`config.mk`:
```
export PLATFORM = sky130hd
export DESIGN_NAME = motor_speed_pi_controller_top
export DESIGN_NICKNAME = d
export VERILOG_FILES = /design/src/design/msp_pkg.sv /design/src/design/msp_div.sv /design/src/design/msp_pi.sv /design/src/design/motor_speed_pi_controller_top.sv
export VERILOG_INCLUDE_DIRS = /design/src /design/src/design
export SDC_FILE = /design/constraint.sdc
export NUM_CORES = 1
export LEC_CHECK = 0
export ABC_CLOCK_PERIOD_IN_PS = 9400
export BUFFER_PORTS_ARGS = -buffer_cell sky130_fd_sc_hd__buf_4
export CORE_MARGIN = 8
export CORE_UTILIZATION = 30
export CTS_BUF_LIST = sky130_fd_sc_hd__clkbuf_16
export CTS_CLUSTER_SIZE = 16
export DETAILED_ROUTE_END_ITERATION = 10
export PLACE_DENSITY = 0.56
export SLEW_MARGIN = 25
export SYNTH_ARGS = -nofsm -noshare
export SYNTH_HDL_FRONTEND = slang
export SYNTH_HIERARCHICAL = 1
export SYNTH_SLANG_ARGS = --single-unit
```
`constraint.sdc`:
```
create_clock -name clk -period 9.4 [get_ports clk]
set_input_delay 0.94 -clock clk [delete_from_list [all_inputs] [get_ports clk]]
set_output_delay 0.94 -clock clk [all_outputs]
set_load 0.005 [all_outputs]
```
`src/design/assert_macros.svh`:
```
// assertion helpers used by the top-level rtl file
`ifndef ASSERT_MACROS_SVH
`define ASSERT_MACROS_SVH

// property must hold at every clock edge outside reset
`define MSP_ASSERT(lbl, prop, msg) \
	lbl: assert property (@(posedge clk) disable iff (!arst_n) prop) else $error(msg);

// condition must never be seen outside reset
`define MSP_NEVER(lbl, cond, msg) \
	lbl: assert property (@(posedge clk) disable iff (!arst_n) !(cond)) else $error(msg);

`endif

```
`src/design/msp_pkg.sv`:
```
`timescale 1ns / 1ps

package msp_pkg;

	// field widths
	localparam int CMD_W        = 2;
	localparam int VALUE_W      = 16;
	localparam int TICK_CLOCK_W = 24;
	localparam int GAIN_W       = 10;
	localparam int DUTY_W       = 8;
	localparam int TARGET_W     = 6;
	localparam int SDIV_W       = 8;
	localparam int SPEED_W      = 16;
	localparam int ERR_W        = 8;
	localparam int POT_W        = 8;

	// configuration port
	localparam int CFG_INDEX_W = 3;
	localparam int CFG_DATA_W  = 24;

	localparam logic [CFG_INDEX_W-1:0] REG_TICK_CLOCK     = 3'd0;
	localparam logic [CFG_INDEX_W-1:0] REG_GAIN_P         = 3'd1;
	localparam logic [CFG_INDEX_W-1:0] REG_GAIN_SUM       = 3'd2;
	localparam logic [CFG_INDEX_W-1:0] REG_INITIAL_DUTY   = 3'd3;
	localparam logic [CFG_INDEX_W-1:0] REG_DESIRED_LIMIT  = 3'd4;
	localparam logic [CFG_INDEX_W-1:0] REG_SAMPLE_DIVIDER = 3'd5;

	// register reset values
	localparam logic [TICK_CLOCK_W-1:0] TICK_CLOCK_RST     = 24'd250000;
	localparam logic [GAIN_W-1:0]       GAIN_P_RST         = 10'd102;
	localparam logic [GAIN_W-1:0]       GAIN_SUM_RST       = 10'd179;
	localparam logic [DUTY_W-1:0]       INITIAL_DUTY_RST   = 8'd30;
	localparam logic [TARGET_W-1:0]     DESIRED_LIMIT_RST  = 6'd50;
	localparam logic [SDIV_W-1:0]       SAMPLE_DIVIDER_RST = 8'd10;

	// commands
	localparam logic [CMD_W-1:0] CMD_CAPTURE = 2'd0;
	localparam logic [CMD_W-1:0] CMD_TICK    = 2'd1;
	localparam logic [CMD_W-1:0] CMD_SET     = 2'd2;

	// saturation bounds
	localparam logic [ERR_W-1:0]    ERR_MAX   = 8'h7f;
	localparam logic [ERR_W-1:0]    ERR_MIN   = 8'h80;
	localparam logic [DUTY_W-1:0]   DUTY_MAX  = 8'hff;
	localparam logic [SPEED_W-1:0]  SPEED_MAX = 16'hffff;

	// parameter defaults
	localparam int GAIN_FRAC_BITS_DEF = 8;
	localparam int PERIOD_WIDTH_DEF   = 16;

	// result packing
	localparam int OUT_FIELDS_W = DUTY_W + SPEED_W + TARGET_W + ERR_W;
	localparam int OUT_DATA_W   = ((OUT_FIELDS_W + 7) / 8) * 8;

	typedef struct packed {
		logic [GAIN_W-1:0] gain_p;
		logic [GAIN_W-1:0] gain_sum;
	} gains_t;

	typedef struct packed {
		logic              done;
		logic [DUTY_W-1:0] duty;
		logic [ERR_W-1:0]  err;
	} pi_res_t;

endpackage

```
`src/design/msp_div.sv`:
```
`timescale 1ns / 1ps

module msp_div import msp_pkg::*; #(
	parameter int DIVISOR_W = PERIOD_WIDTH_DEF
) (
	input  logic                    clk,
	input  logic                    arst_n,
	input  logic                    start,
	input  logic [TICK_CLOCK_W-1:0] dividend,
	input  logic [DIVISOR_W-1:0]    divisor,
	output logic                    done,
	output logic [TICK_CLOCK_W-1:0] quotient
);

	localparam int CNT_W = $clog2(TICK_CLOCK_W);
	localparam logic [CNT_W-1:0] CNT_LAST = CNT_W'(TICK_CLOCK_W - 1);

	logic                    busy_q;
	logic                    done_q;
	logic [CNT_W-1:0]        cnt_q;
	logic [DIVISOR_W-1:0]    rem_q;
	logic [DIVISOR_W-1:0]    dsr_q;
	logic [TICK_CLOCK_W-1:0] quo_q;

	logic [DIVISOR_W:0] cand;
	logic [DIVISOR_W:0] diff;
	logic               fits;

	// restoring step: one quotient bit per cycle, dividend shifted out msb first
	assign cand = {rem_q, quo_q[TICK_CLOCK_W-1]};
	assign diff = cand - {1'b0, dsr_q};
	assign fits = cand >= {1'b0, dsr_q};

	always_ff @(posedge clk or negedge arst_n) begin
		if (!arst_n) begin
			busy_q <= 1'b0;
			done_q <= 1'b0;
			cnt_q  <= '0;
		end else begin
			done_q <= 1'b0;
			if (start) begin
				busy_q <= 1'b1;
				cnt_q  <= CNT_LAST;
			end else if (busy_q) begin
				if (cnt_q == '0) begin
					busy_q <= 1'b0;
					done_q <= 1'b1;
				end else begin
					cnt_q <= cnt_q - 1'b1;
				end
			end
		end
	end

	always_ff @(posedge clk) begin
		if (start) begin
			rem_q <= '0;
			dsr_q <= divisor;
			quo_q <= dividend;
		end else if (busy_q) begin
			rem_q <= fits ? diff[DIVISOR_W-1:0] : cand[DIVISOR_W-1:0];
			quo_q <= {quo_q[TICK_CLOCK_W-2:0], fits};
		end
	end

	assign done     = done_q;
	assign quotient = quo_q;

endmodule

```
`src/design/msp_pi.sv`:
```
`timescale 1ns / 1ps

module msp_pi import msp_pkg::*; #(
	parameter int GAIN_FRAC_BITS = GAIN_FRAC_BITS_DEF
) (
	input  logic                clk,
	input  logic                arst_n,
	input  logic                start,
	input  logic [TARGET_W-1:0] target,
	input  logic [SPEED_W-1:0]  speed,
	input  logic [DUTY_W-1:0]   duty,
	input  gains_t              gains,
	output pi_res_t             res
);

	localparam int PROD_W = GAIN_W + 1 + ERR_W;
	localparam int ACC_W  = PROD_W + 1;
	localparam logic signed [ACC_W-1:0] BIAS = ACC_W'((1 << GAIN_FRAC_BITS) - 1);

	localparam logic [1:0] PS_IDLE = 2'd0;
	localparam logic [1:0] PS_MSUM = 2'd1;
	localparam logic [1:0] PS_MP   = 2'd2;
	localparam logic [1:0] PS_FIN  = 2'd3;

	logic [1:0]              step_q;
	logic signed [ERR_W-1:0] e_q;
	logic signed [ERR_W-1:0] e_prev_q;
	logic signed [ACC_W-1:0] acc_q;

	logic signed [SPEED_W:0]  diff;
	logic [ERR_W-1:0]         e_sat;
	logic signed [GAIN_W:0]   mul_a;
	logic signed [ERR_W-1:0]  mul_b;
	logic signed [PROD_W-1:0] prod;
	logic signed [ACC_W-1:0]  prod_ext;
	logic signed [ACC_W-1:0]  acc_b;
	logic signed [ACC_W-1:0]  quo;
	logic signed [ACC_W-1:0]  duty_sum;
	logic [DUTY_W-1:0]        duty_sat;

	// error, saturated to the signed byte range
	assign diff = $signed({{(SPEED_W - TARGET_W + 1){1'b0}}, target})
		- $signed({1'b0, speed});

	always_comb begin
		if (!diff[SPEED_W] && (|diff[SPEED_W-1:ERR_W-1])) begin
			e_sat = ERR_MAX;
		end else if (diff[SPEED_W] && !(&diff[SPEED_W-1:ERR_W-1])) begin
			e_sat = ERR_MIN;
		end else begin
			e_sat = diff[ERR_W-1:0];
		end
	end

	// one multiplier, used for the sum gain and then for the proportional gain
	assign mul_a    = $signed({1'b0, (step_q == PS_MSUM) ? gains.gain_sum : gains.gain_p});
	assign mul_b    = (step_q == PS_MSUM) ? e_q : e_prev_q;
	assign prod     = mul_a * mul_b;
	assign prod_ext = {{(ACC_W - PROD_W){prod[PROD_W-1]}}, prod};

	// scale down with truncation toward zero, then add to the duty and clamp
	assign acc_b    = acc_q[ACC_W-1] ? acc_q + BIAS : acc_q;
	assign quo      = acc_b >>> GAIN_FRAC_BITS;
	assign duty_sum = $signed({{(ACC_W - DUTY_W){1'b0}}, duty}) + quo;

	always_comb begin
		if (duty_sum[ACC_W-1]) begin
			duty_sat = '0;
		end else if (|duty_sum[ACC_W-2:DUTY_W]) begin
			duty_sat = DUTY_MAX;
		end else begin
			duty_sat = duty_sum[DUTY_W-1:0];
		end
	end

	always_ff @(posedge clk or negedge arst_n) begin
		if (!arst_n) begin
			step_q   <= PS_IDLE;
			e_q      <= '0;
			e_prev_q <= '0;
		end else begin
			unique case (step_q)
				PS_IDLE: begin
					if (start) begin
						e_prev_q <= e_q;
						e_q      <= e_sat;
						step_q   <= PS_MSUM;
					end
				end
				PS_MSUM: step_q <= PS_MP;
				PS_MP:   step_q <= PS_FIN;
				PS_FIN:  step_q <= PS_IDLE;
				default: step_q <= PS_IDLE;
			endcase
		end
	end

	always_ff @(posedge clk) begin
		if (step_q == PS_MSUM) begin
			acc_q <= prod_ext;
		end else if (step_q == PS_MP) begin
			acc_q <= acc_q - prod_ext;
		end
	end

	assign res.done = (step_q == PS_FIN);
	assign res.duty = duty_sat;
	assign res.err  = e_q;

endmodule

```
`src/design/motor_speed_pi_controller_top.sv`:
```
`timescale 1ns / 1ps
`include "assert_macros.svh"

// Motor speed loop with an incremental PI controller.
// Input channel s_*: one event per transfer, s_tuser is the command (capture,
// tick, set target), s_tdata the period or the pot byte. Every event gives
// exactly one result on m_*: duty, speed, target and error in m_tdata, and
// m_tuser high when the event ran a controller step.
// Configuration: cfg_we writes cfg_wdata into the register picked by
// cfg_index; an initial_duty write also loads the duty at once.
// A capture with a nonzero period runs the serial divider, one quotient bit
// per cycle; a tick that runs a step makes two passes through the one shared
// multiplier; every other event goes straight to the done state. One event
// is in work at a time; s_tready is high only while the block is idle, so the
// next transfer waits until the event in work has passed on its result.
// Results sit in an output register; the next event is taken while that
// result waits. When the receiver stalls, a finished event waits until the
// register frees and input is held off meanwhile.
// Reset clears target, speed, errors and tick count, loads the duty and all
// registers with their defaults; there is no clearing pass.

module motor_speed_pi_controller_top import msp_pkg::*; #(
	parameter int GAIN_FRAC_BITS = GAIN_FRAC_BITS_DEF,
	parameter int PERIOD_WIDTH   = PERIOD_WIDTH_DEF
) (
	input  logic                   clk,
	input  logic                   arst_n,
	input  logic                   s_tvalid,
	output logic                   s_tready,
	input  logic [VALUE_W-1:0]     s_tdata,   // value
	input  logic [CMD_W-1:0]       s_tuser,   // command
	output logic                   m_tvalid,
	input  logic                   m_tready,
	output logic [OUT_DATA_W-1:0]  m_tdata,   // duty, speed, target, error, zero pad
	output logic                   m_tuser,   // updated
	input  logic                   cfg_we,
	input  logic [CFG_INDEX_W-1:0] cfg_index,
	input  logic [CFG_DATA_W-1:0]  cfg_wdata
);

	localparam int PER_W = (PERIOD_WIDTH < VALUE_W) ? PERIOD_WIDTH : VALUE_W;

	localparam logic [1:0] ST_IDLE = 2'd0;
	localparam logic [1:0] ST_DIV  = 2'd1;
	localparam logic [1:0] ST_PI   = 2'd2;
	localparam logic [1:0] ST_DONE = 2'd3;

	logic [1:0]              state_q;
	logic [TICK_CLOCK_W-1:0] tick_clock_q;
	gains_t                  gains_q;
	logic [TARGET_W-1:0]     limit_q;
	logic [SDIV_W-1:0]       sdiv_q;

	logic [TARGET_W-1:0] target_q;
	logic [SPEED_W-1:0]  speed_q;
	logic [DUTY_W-1:0]   duty_q;
	logic [SDIV_W-1:0]   tick_q;
	logic                ran_q;

	logic                  m_tvalid_q;
	logic [OUT_DATA_W-1:0] m_tdata_q;
	logic                  m_tuser_q;

	logic                    in_xfer;
	logic [PER_W-1:0]        period;
	logic [SDIV_W-1:0]       tick_next;
	logic [TARGET_W-1:0]     pot;
	logic                    div_start;
	logic                    div_done;
	logic [TICK_CLOCK_W-1:0] div_quo;
	logic                    pi_start;
	pi_res_t                 pi_res;
	logic                    out_free;

	assign s_tready  = (state_q == ST_IDLE);
	assign in_xfer   = s_tvalid && s_tready;
	assign period    = s_tdata[PER_W-1:0];
	assign tick_next = tick_q + 1'b1;
	assign pot       = s_tdata[POT_W-1:POT_W-TARGET_W];
	assign div_start = in_xfer && (s_tuser == CMD_CAPTURE) && (period != '0);
	assign pi_start  = in_xfer && (s_tuser == CMD_TICK) && (tick_next == sdiv_q);
	assign out_free  = !m_tvalid_q || m_tready;

	msp_div #(
		.DIVISOR_W (PER_W)
	) u_div (
		.clk      (clk),
		.arst_n   (arst_n),
		.start    (div_start),
		.dividend (tick_clock_q),
		.divisor  (period),
		.done     (div_done),
		.quotient (div_quo)
	);

	msp_pi #(
		.GAIN_FRAC_BITS (GAIN_FRAC_BITS)
	) u_pi (
		.clk    (clk),
		.arst_n (arst_n),
		.start  (pi_start),
		.target (target_q),
		.speed  (speed_q),
		.duty   (duty_q),
		.gains  (gains_q),
		.res    (pi_res)
	);

	// configuration registers
	always_ff @(posedge clk or negedge arst_n) begin
		if (!arst_n) begin
			tick_clock_q     <= TICK_CLOCK_RST;
			gains_q.gain_p   <= GAIN_P_RST;
			gains_q.gain_sum <= GAIN_SUM_RST;
			limit_q          <= DESIRED_LIMIT_RST;
			sdiv_q           <= SAMPLE_DIVIDER_RST;
		end else if (cfg_we) begin
			unique case (cfg_index)
				REG_TICK_CLOCK:     tick_clock_q     <= cfg_wdata[TICK_CLOCK_W-1:0];
				REG_GAIN_P:         gains_q.gain_p   <= cfg_wdata[GAIN_W-1:0];
				REG_GAIN_SUM:       gains_q.gain_sum <= cfg_wdata[GAIN_W-1:0];
				// initial_duty only presets the duty, done in the sequencer
				REG_INITIAL_DUTY:   ;
				REG_DESIRED_LIMIT:  limit_q          <= cfg_wdata[TARGET_W-1:0];
				REG_SAMPLE_DIVIDER: sdiv_q           <= cfg_wdata[SDIV_W-1:0];
				default: ;
			endcase
		end
	end

	// sequencer and loop state
	always_ff @(posedge clk or negedge arst_n) begin
		if (!arst_n) begin
			state_q  <= ST_IDLE;
			target_q <= '0;
			speed_q  <= '0;
			duty_q   <= INITIAL_DUTY_RST;
			tick_q   <= '0;
			ran_q    <= 1'b0;
		end else begin
			if (cfg_we && (cfg_index == REG_INITIAL_DUTY)) begin
				duty_q <= cfg_wdata[DUTY_W-1:0];
			end
			unique case (state_q)
				ST_IDLE: begin
					if (in_xfer) begin
						ran_q   <= 1'b0;
						state_q <= ST_DONE;
						unique case (s_tuser)
							CMD_CAPTURE: begin
								if (period == '0) begin
									speed_q <= '0;
								end else begin
									state_q <= ST_DIV;
								end
							end
							CMD_TICK: begin
								if (tick_next == sdiv_q) begin
									tick_q  <= '0;
									ran_q   <= 1'b1;
									state_q <= ST_PI;
								end else begin
									tick_q <= tick_next;
								end
							end
							CMD_SET: begin
								target_q <= (pot > limit_q) ? limit_q : pot;
							end
							default: ;
						endcase
					end
				end
				ST_DIV: begin
					if (div_done) begin
						speed_q <= (|div_quo[TICK_CLOCK_W-1:SPEED_W]) ? SPEED_MAX
							: div_quo[SPEED_W-1:0];
						state_q <= ST_DONE;
					end
				end
				ST_PI: begin
					if (pi_res.done) begin
						duty_q  <= pi_res.duty;
						state_q <= ST_DONE;
					end
				end
				ST_DONE: begin
					if (out_free) begin
						state_q <= ST_IDLE;
					end
				end
				default: state_q <= ST_IDLE;
			endcase
		end
	end

	// output register
	always_ff @(posedge clk or negedge arst_n) begin
		if (!arst_n) begin
			m_tvalid_q <= 1'b0;
		end else if (state_q == ST_DONE && out_free) begin
			m_tvalid_q <= 1'b1;
		end else if (m_tready) begin
			m_tvalid_q <= 1'b0;
		end
	end

	always_ff @(posedge clk) begin
		if (state_q == ST_DONE && out_free) begin
			m_tdata_q <= {{(OUT_DATA_W - OUT_FIELDS_W){1'b0}}, pi_res.err, target_q,
				speed_q, duty_q};
			m_tuser_q <= ran_q;
		end
	end

	assign m_tvalid = m_tvalid_q;
	assign m_tdata  = m_tdata_q;
	assign m_tuser  = m_tuser_q;

	`MSP_ASSERT(a_div_done_in_div, div_done |-> (state_q == ST_DIV), "divider done outside divide state")
	`MSP_ASSERT(a_pi_done_in_pi, pi_res.done |-> (state_q == ST_PI), "pi step done outside pi state")
	`MSP_ASSERT(a_pi_start_enters_pi, pi_start |=> (state_q == ST_PI), "pi start did not enter pi state")
	`MSP_NEVER(a_duty_change_cause, !$stable(duty_q) && !$past(pi_res.done) && !$past(cfg_we && (cfg_index == REG_INITIAL_DUTY)), "duty changed without a step or preset")

endmodule
```
==> Flow_metrics.wiki, run 1 <==
{| class="wikitable"
! Metric !! Value
|-
| Nets || 1,872
|-
| Data required time at the worst endpoint || 9680 ps
|-
| Post-Route Hold Slack || 352 ps
|-
| Number of flops mapped to enable cells by yosys || 99
|-
| Final period utilization || 86.9%
|-
| TritonRoute pass-1 iters || 4
|-
| Headroom to the max-slew limit || 33.4%
|-
| Post-CTS setup buffer count || 0
|-
| Register bit total from synthesis || 240
|-
| Hold buffer count at cts || 0
|-
| Fmax || 0.122 GHz
|-
| RSZ-0062 raised after global routing || no
|-
| Vias post-DR || 11,629
|-
| Remaining antenna violation count after routing || 0
|-
| Class of the tightest hold or removal check || input pin to asynchronous set/reset pin
|-
| Resize count post-CTS || 0
|-
| Share of final-layout standard cells stronger than drive strength 1 || 18.5%
|-
| Number of hold violations in the final report || 0
|-
| Number of remaining DRC errors || 0
|-
| Insertion delay of the later-clocked pin in the worst-skew pair || 570 ps
|-
| Cell types with the highest counts after synthesis || sky130_fd_sc_hd__inv_1, sky130_fd_sc_hd__nor2_1, sky130_fd_sc_hd__nand2_1
|-
| Reg2reg end || u_pi/acc_q[18]$_DFFE_PP_
|-
| Dpl hpwl || 28,600 µm
|-
| Total standard cell area after synthesis || 16,100 µm²
|-
| Detailed router's first-iteration violation count || 674
|-
| Layout area overhead || 14.7%
|-
| Instance count on the critical path || 27
|-
| Vias in the first global route || 11,690
|-
| CP Buf/Inv Count || 4
|-
| Total of buffers placed on input and output ports || 90
|-
| Area leader, netlist || sky130_fd_sc_hd__edfxtp_1
|-
| I/O Pins || 93
|-
| Die Y-Extent || 247 µm
|-
| Depth of the most critical reg-to-reg path || 27
|-
| CTS clock-pin slew for the worst setup and hold paths || 60 ps
|-
| Fraction of the yosys area taken by sequential cells || 40.2%
|-
| Die boundary width || 247 µm
|-
| Syn avg cell area || 10.1 µm²
|-
| Warning count from the yosys run || 6
|-
| Total global-route track usage || 12.5%
|-
| Number of different library cells in the post-synthesis netlist || 101
|-
| Worst Setup Path Type || register to register
|-
| Setup slack, reg-to-reg || 1230 ps
|-
| CTS H-tree depth || 1
|-
| Setup skew after layout || 23.6 ps
|-
| Share of the synthesized area in the top cell type || 18.5%
|-
| Die area || 61,200 µm²
|-
| Crit Reg-Reg Startpoint || u_pi/step_q[1]$_DFFE_PN0P_
|-
| Accumulated negative setup slack || 0 ps
|-
| CTS tree || done
|-
| TritonCTS buffer count || 28
|-
| Root Buffer || sky130_fd_sc_hd__clkbuf_16
|-
| Maximum number of pins on one net before global-route repair || 87
|-
| Global-route wire length before repair || 62,600 µm
|-
| Most frequently used cell type in the post-synthesis netlist || sky130_fd_sc_hd__inv_1
|-
| Post-detailed-routing wire length || 38,200 µm
|-
| Highest fanout seen on the critical path || 19
|-
| Area of the core region || 53,400 µm²
|-
| Critical-path cell with the highest stage delay || sky130_fd_sc_hd__mux2i_1
|-
| Number of antenna violations at the first check in global routing || 1
|-
| Number of clock sinks || 240
|-
| Number of rows in the core area || 85
|-
| Critical Path End Type || register
|-
| Max-capacitance violation count || 0
|-
| Async SR Flop Fraction || 52.1%
|-
| Routability Congestion || 0.846
|-
| Final number of max-transition violations || 0
|-
| Number of vias per cell after detailed routing || 4.89
|-
| Top Family by Delay on Critical Path || adder cells
|-
| Minimum clock period after layout || 8170 ps
|-
| Outcome || finished, final reports clean
|-
| Synthesized netlist cell count || 1,584
|-
| Worst slew pin tran || 998 ps
|-
| Initial core utilization || 30.1%
|-
| Total overflow reported by the global router || 0
|-
| Cells taking the most area after synthesis || sky130_fd_sc_hd__edfxtp_1, sky130_fd_sc_hd__dfrtp_1, sky130_fd_sc_hd__ha_1
|-
| Arrival time of the worst setup path || 8450 ps
|-
| Crit path largest cell delay || 770 ps
|-
| Crit start category || register
|-
| Leading register cell type out of synthesis || sky130_fd_sc_hd__dfrtp_1
|-
| Setup violators final || 0
|-
| Routed length per placed instance || 16.1 µm
|-
| Clock Path Buffers || 3
|}
==> per-stage QoR <==
stage	cell area, µm²	setup WS, ps	cells	util [%]
global placement	17500	1450	2327	32.7
detailed placement	17500	1320	2327	32.7
floorplan	16100	1530	1585	-
CTS	18400	1240	2379	34.5
global route	18400	748	2380	34.5
finish	18400	1230	2380	34.5
==> cell families (layout without fill, tap and decap cells) <==
kind of cell / after synthesis / count (layout) / share of synthesized area (%)
compound gates: 313 / 313 / 13.1
xor+xnor: 75 / 75 / 4.09
fa+ha+maj: 163 / 163 / 15.2
buf+inv: 200 / 298 / 4.96
flops: 240 / 240 / 40.2
mux: 120 / 120 / 8.19
other cells: 1 / 3 / 0.0233
simple gates: 472 / 472 / 14.3
==> placed cells by master, fill, tap and decap left out, types with 32 or more instances in the layout <==
cell type and count:
sky130_fd_sc_hd__buf_4 98, sky130_fd_sc_hd__mux2i_1 38, sky130_fd_sc_hd__nor3_1 32, sky130_fd_sc_hd__o21ai_0 102, sky130_fd_sc_hd__nor2_1 137, sky130_fd_sc_hd__mux2_2 81, sky130_fd_sc_hd__a21oi_1 57, sky130_fd_sc_hd__ha_1 107
sky130_fd_sc_hd__fa_1 53, sky130_fd_sc_hd__edfxtp_1 99, sky130_fd_sc_hd__xnor2_1 42, sky130_fd_sc_hd__dfrtp_1 100, sky130_fd_sc_hd__xor2_1 33, sky130_fd_sc_hd__nand2_1 137, sky130_fd_sc_hd__inv_1 151
==> per-layer routing <==
| metal | vias to the layer above | track usage (%) | share of wire [%] |
|---|---|---|---|
| li1 | 5727 | - | - |
| met1 | 5667 | 16.0 | 45 |
| met2 | 176 | 21.0 | 48 |
| met3 | 59 | 2.10 | 4.1 |
| met4 | 0 | 4.39 | 3.4 |
| met5 | - | 0 | 0 |
==> area by class of cell <==
cell class,instances,area [µm²]
well taps,696,871
clock inverters,23,236
repair buffers,99,747
multi-input cells,1145,8840
clock buffers,29,726
fillers,5406,35000
diodes,1,2.50
inverters,147,552
flip-flops and latches,240,6450
==> sequential cells by signal, summed over array words and instances, names as in the netlist, 2 cells and up <==
| signal | flops |
|---|---|
| duty_q | 8 |
| gains_q | 20 |
| limit_q | 6 |
| m_tdata | 38 |
| sdiv_q | 8 |
| speed_q | 16 |
| state_q | 2 |
| target_q | 6 |
| tick_clock_q | 24 |
| tick_q | 8 |
| u_div/cnt_q | 5 |
| u_div/dsr_q | 16 |
| u_div/quotient | 24 |
| u_div/rem_q | 16 |
| u_pi/acc_q | 20 |
| u_pi/e_prev_q | 8 |
| u_pi/e_q | 8 |
| u_pi/step_q | 2 |
==> how the worst max path moves through the flow <==
stage	endpoint	slack, ps	from
after detailed placement	u_pi/acc_q[18]$_DFFE_PP_	1320	u_pi/step_q[1]$_DFFE_PN0P_
after global placement	u_pi/acc_q[18]$_DFFE_PP_	1450	u_pi/step_q[1]$_DFFE_PN0P_
after floorplan	u_pi/acc_q[18]$_DFFE_PP_	1530	u_pi/step_q[1]$_DFFE_PN0P_
after CTS	u_pi/acc_q[18]$_DFFE_PP_	1240	u_pi/step_q[1]$_DFFE_PN0P_
final	u_pi/acc_q[18]$_DFFE_PP_	1230	u_pi/step_q[1]$_DFFE_PN0P_
after global routing	u_pi/acc_q[18]$_DFFE_PP_	750	u_pi/step_q[1]$_DFFE_PN0P_
Power of run 1 is left out: the tool's default activity adds up to more than one toggle a clock period on the data nets, which glitch-free logic cannot reach.
==> run 2: changes to the inputs <==
--- a/config.mk
+++ b/config.mk
@@ -13,6 +13,7 @@
 export CTS_BUF_LIST = sky130_fd_sc_hd__clkbuf_16
 export CTS_CLUSTER_SIZE = 16
 export DETAILED_ROUTE_END_ITERATION = 10
+export GPL_TIMING_DRIVEN = 0
 export PLACE_DENSITY = 0.56
 export SLEW_MARGIN = 25
 export SYNTH_ARGS = -nofsm -noshare
==> run 2 against run 1 <==
Global-route usage increased by 0.44 points. Count of clock-buffer cells in the layout is the same. Flip-flop and latch count unchanged. Critical path depth rose by 2. Clock skew fell by 9.3 ps. Non-clock buffer count increased by 44. First-iteration DRC count increased by 7.6%. Sequential share of layout area shrank 0.36 points. Cell count is 1.9% higher. Critical endpoint unchanged.
==> Flow_metrics.wiki, run 2 (synthesized netlist as in run 1, its figures left out) <==
{| class="wikitable"
! Metric !! Value
|-
| Total overflow reported by the global router || 0
|-
| Share of final-layout standard cells stronger than drive strength 1 || 18.5%
|-
| Number of rows in the core area || 85
|-
| Accumulated negative setup slack || 0 ps
|-
| Die boundary width || 247 µm
|-
| Detailed router's first-iteration violation count || 725
|-
| Worst slew pin tran || 964 ps
|-
| Crit start category || register
|-
| Setup skew after layout || 14.3 ps
|-
| Die Y-Extent || 247 µm
|-
| Clock Path Buffers || 3
|-
| Routability Congestion || 0.849
|-
| Final period utilization || 94.2%
|-
| I/O Pins || 93
|-
| RSZ-0062 raised after global routing || no
|-
| Global-route wire length before repair || 64,400 µm
|-
| CTS tree || done
|-
| Layout area overhead || 15.9%
|-
| Arrival time of the worst setup path || 9140 ps
|-
| Insertion delay of the later-clocked pin in the worst-skew pair || 570 ps
|-
| Critical-path cell with the highest stage delay || sky130_fd_sc_hd__mux2i_1
|-
| Vias in the first global route || 11,972
|-
| Vias post-DR || 11,862
|-
| Data required time at the worst endpoint || 9690 ps
|-
| Outcome || finished, final reports clean
|-
| CTS H-tree depth || 1
|-
| Class of the tightest hold or removal check || input pin to asynchronous set/reset pin
|-
| Area of the core region || 53,400 µm²
|-
| Maximum number of pins on one net before global-route repair || 68
|-
| Minimum clock period after layout || 8860 ps
|-
| Max-capacitance violation count || 0
|-
| Worst Setup Path Type || register to register
|-
| Highest fanout seen on the critical path || 10
|-
| Final number of max-transition violations || 0
|-
| Number of antenna violations at the first check in global routing || 0
|-
| Die area || 61,200 µm²
|-
| Crit path largest cell delay || 830 ps
|-
| Total global-route track usage || 12.9%
|-
| Number of hold violations in the final report || 0
|-
| Fmax || 0.113 GHz
|-
| Number of remaining DRC errors || 0
|-
| Flip-flop count of the largest register, all copies and words added || 38
|-
| Remaining antenna violation count after routing || 0
|-
| CTS clock-pin slew for the worst setup and hold paths || 60 ps
|-
| Routed length per placed instance || 16.3 µm
|-
| Initial core utilization || 30.1%
|-
| Nets || 1,917
|-
| Setup violators final || 0
|-
| Number of vias per cell after detailed routing || 4.89
|-
| Total of buffers placed on input and output ports || 88
|-
| Most common library cell in the layout ignoring fill and taps || sky130_fd_sc_hd__inv_1
|-
| Headroom to the max-slew limit || 33.9%
|-
| Number of clock sinks || 240
|-
| Dpl hpwl || 30,300 µm
|-
| Most frequent cells in the layout || sky130_fd_sc_hd__inv_1, sky130_fd_sc_hd__nand2_1, sky130_fd_sc_hd__nor2_1
|-
| Antenna diodes || 0
|-
| Post-CTS setup buffer count || 0
|-
| Root Buffer || sky130_fd_sc_hd__clkbuf_16
|-
| Critical Path End Type || register
|-
| TritonRoute pass-1 iters || 7
|-
| Post-detailed-routing wire length || 39,400 µm
|-
| TritonCTS buffer count || 29
|}
-- run 2: per-layer routing --
metal | wire, µm | GRT usage (%) | vias up
met3 | 1680 | 1.82 | 53
met4 | 930 | 3.41 | 0
met5 | 0 | 0 | -
met2 | 18900 | 22.2 | 212
li1 | - | - | 5824
met1 | 17900 | 16.9 | 5773
-- run 2: path summary, 6_finish.rpt --
| check | start | to | slack [ps] | cells past startpoint |
|---|---|---|---|---|
| min reg2reg | ran_q$_DFFE_PN0P_ | m_tuser$_DFFE_PP_ | 460 | 0 |
| min | arst_n | tick_clock_q[22]$_DFFE_PN0P_ | 330 | 1 |
| max reg2reg | u_pi/step_q[1]$_DFFE_PN0P_ | u_pi/acc_q[18]$_DFFE_PP_ | 540 | 29 |
| min in group clk | ran_q$_DFFE_PN0P_ | m_tuser$_DFFE_PP_ | 460 | 0 |
| max in group asynchronous | arst_n | gains_q[16]$_DFFE_PN1P_ | 8320 | 2 |
| max | u_pi/step_q[1]$_DFFE_PN0P_ | u_pi/acc_q[18]$_DFFE_PP_ | 540 | 29 |
-- run 2: per-stage QoR --
step | area [µm²] | util, % | worst slack, ps | hold WS [ps] | cells
5_1_grt | 18600 | 34.9 | 1.40 | 341 | 2425
3_5_place_dp | 17700 | 33.1 | 56.3 | 446 | 2371
4_1_cts | 18600 | 34.8 | 178 | 319 | 2425
2_1_floorplan | 16100 | - | 1530 | 426 | 1585
6_report | 18600 | 34.9 | 545 | 325 | 2425
3_3_place_gp | 17600 | 33.0 | 72.2 | 439 | 2369
-- run 2: timing repair --
item	4_1_cts	5_1_grt
hold endpoints to repair	0	0
gates cloned	0	0
resized for setup	1	5
hold buffers	0	0
setup endpoints to repair	1	3
-- run 2: final cells by class --
cell class	instances	area (µm²)
inverters	147	552
plain buffers	53	248
flip-flops and latches	240	6450
clock inverters	25	206
well taps	696	871
fillers	5375	34800
repair buffers	90	716
multi-input cells	1145	8840
clock buffers	29	726
-- run 2: worst max-delay path: cells and delay by family (launching register included) --
kind / cells / cell delay (ps)
multiplexers: 1 / 830
adder cells (fa/ha/maj): 8 / 3320
XOR/XNOR: 2 / 450
AND/OR/NAND/NOR: 3 / 590
flip-flops: 1 / 410
AO/OA/AOI/OAI: 9 / 1870
buffers and inverters: 6 / 1090
Power of run 2 is left out for the same reason.
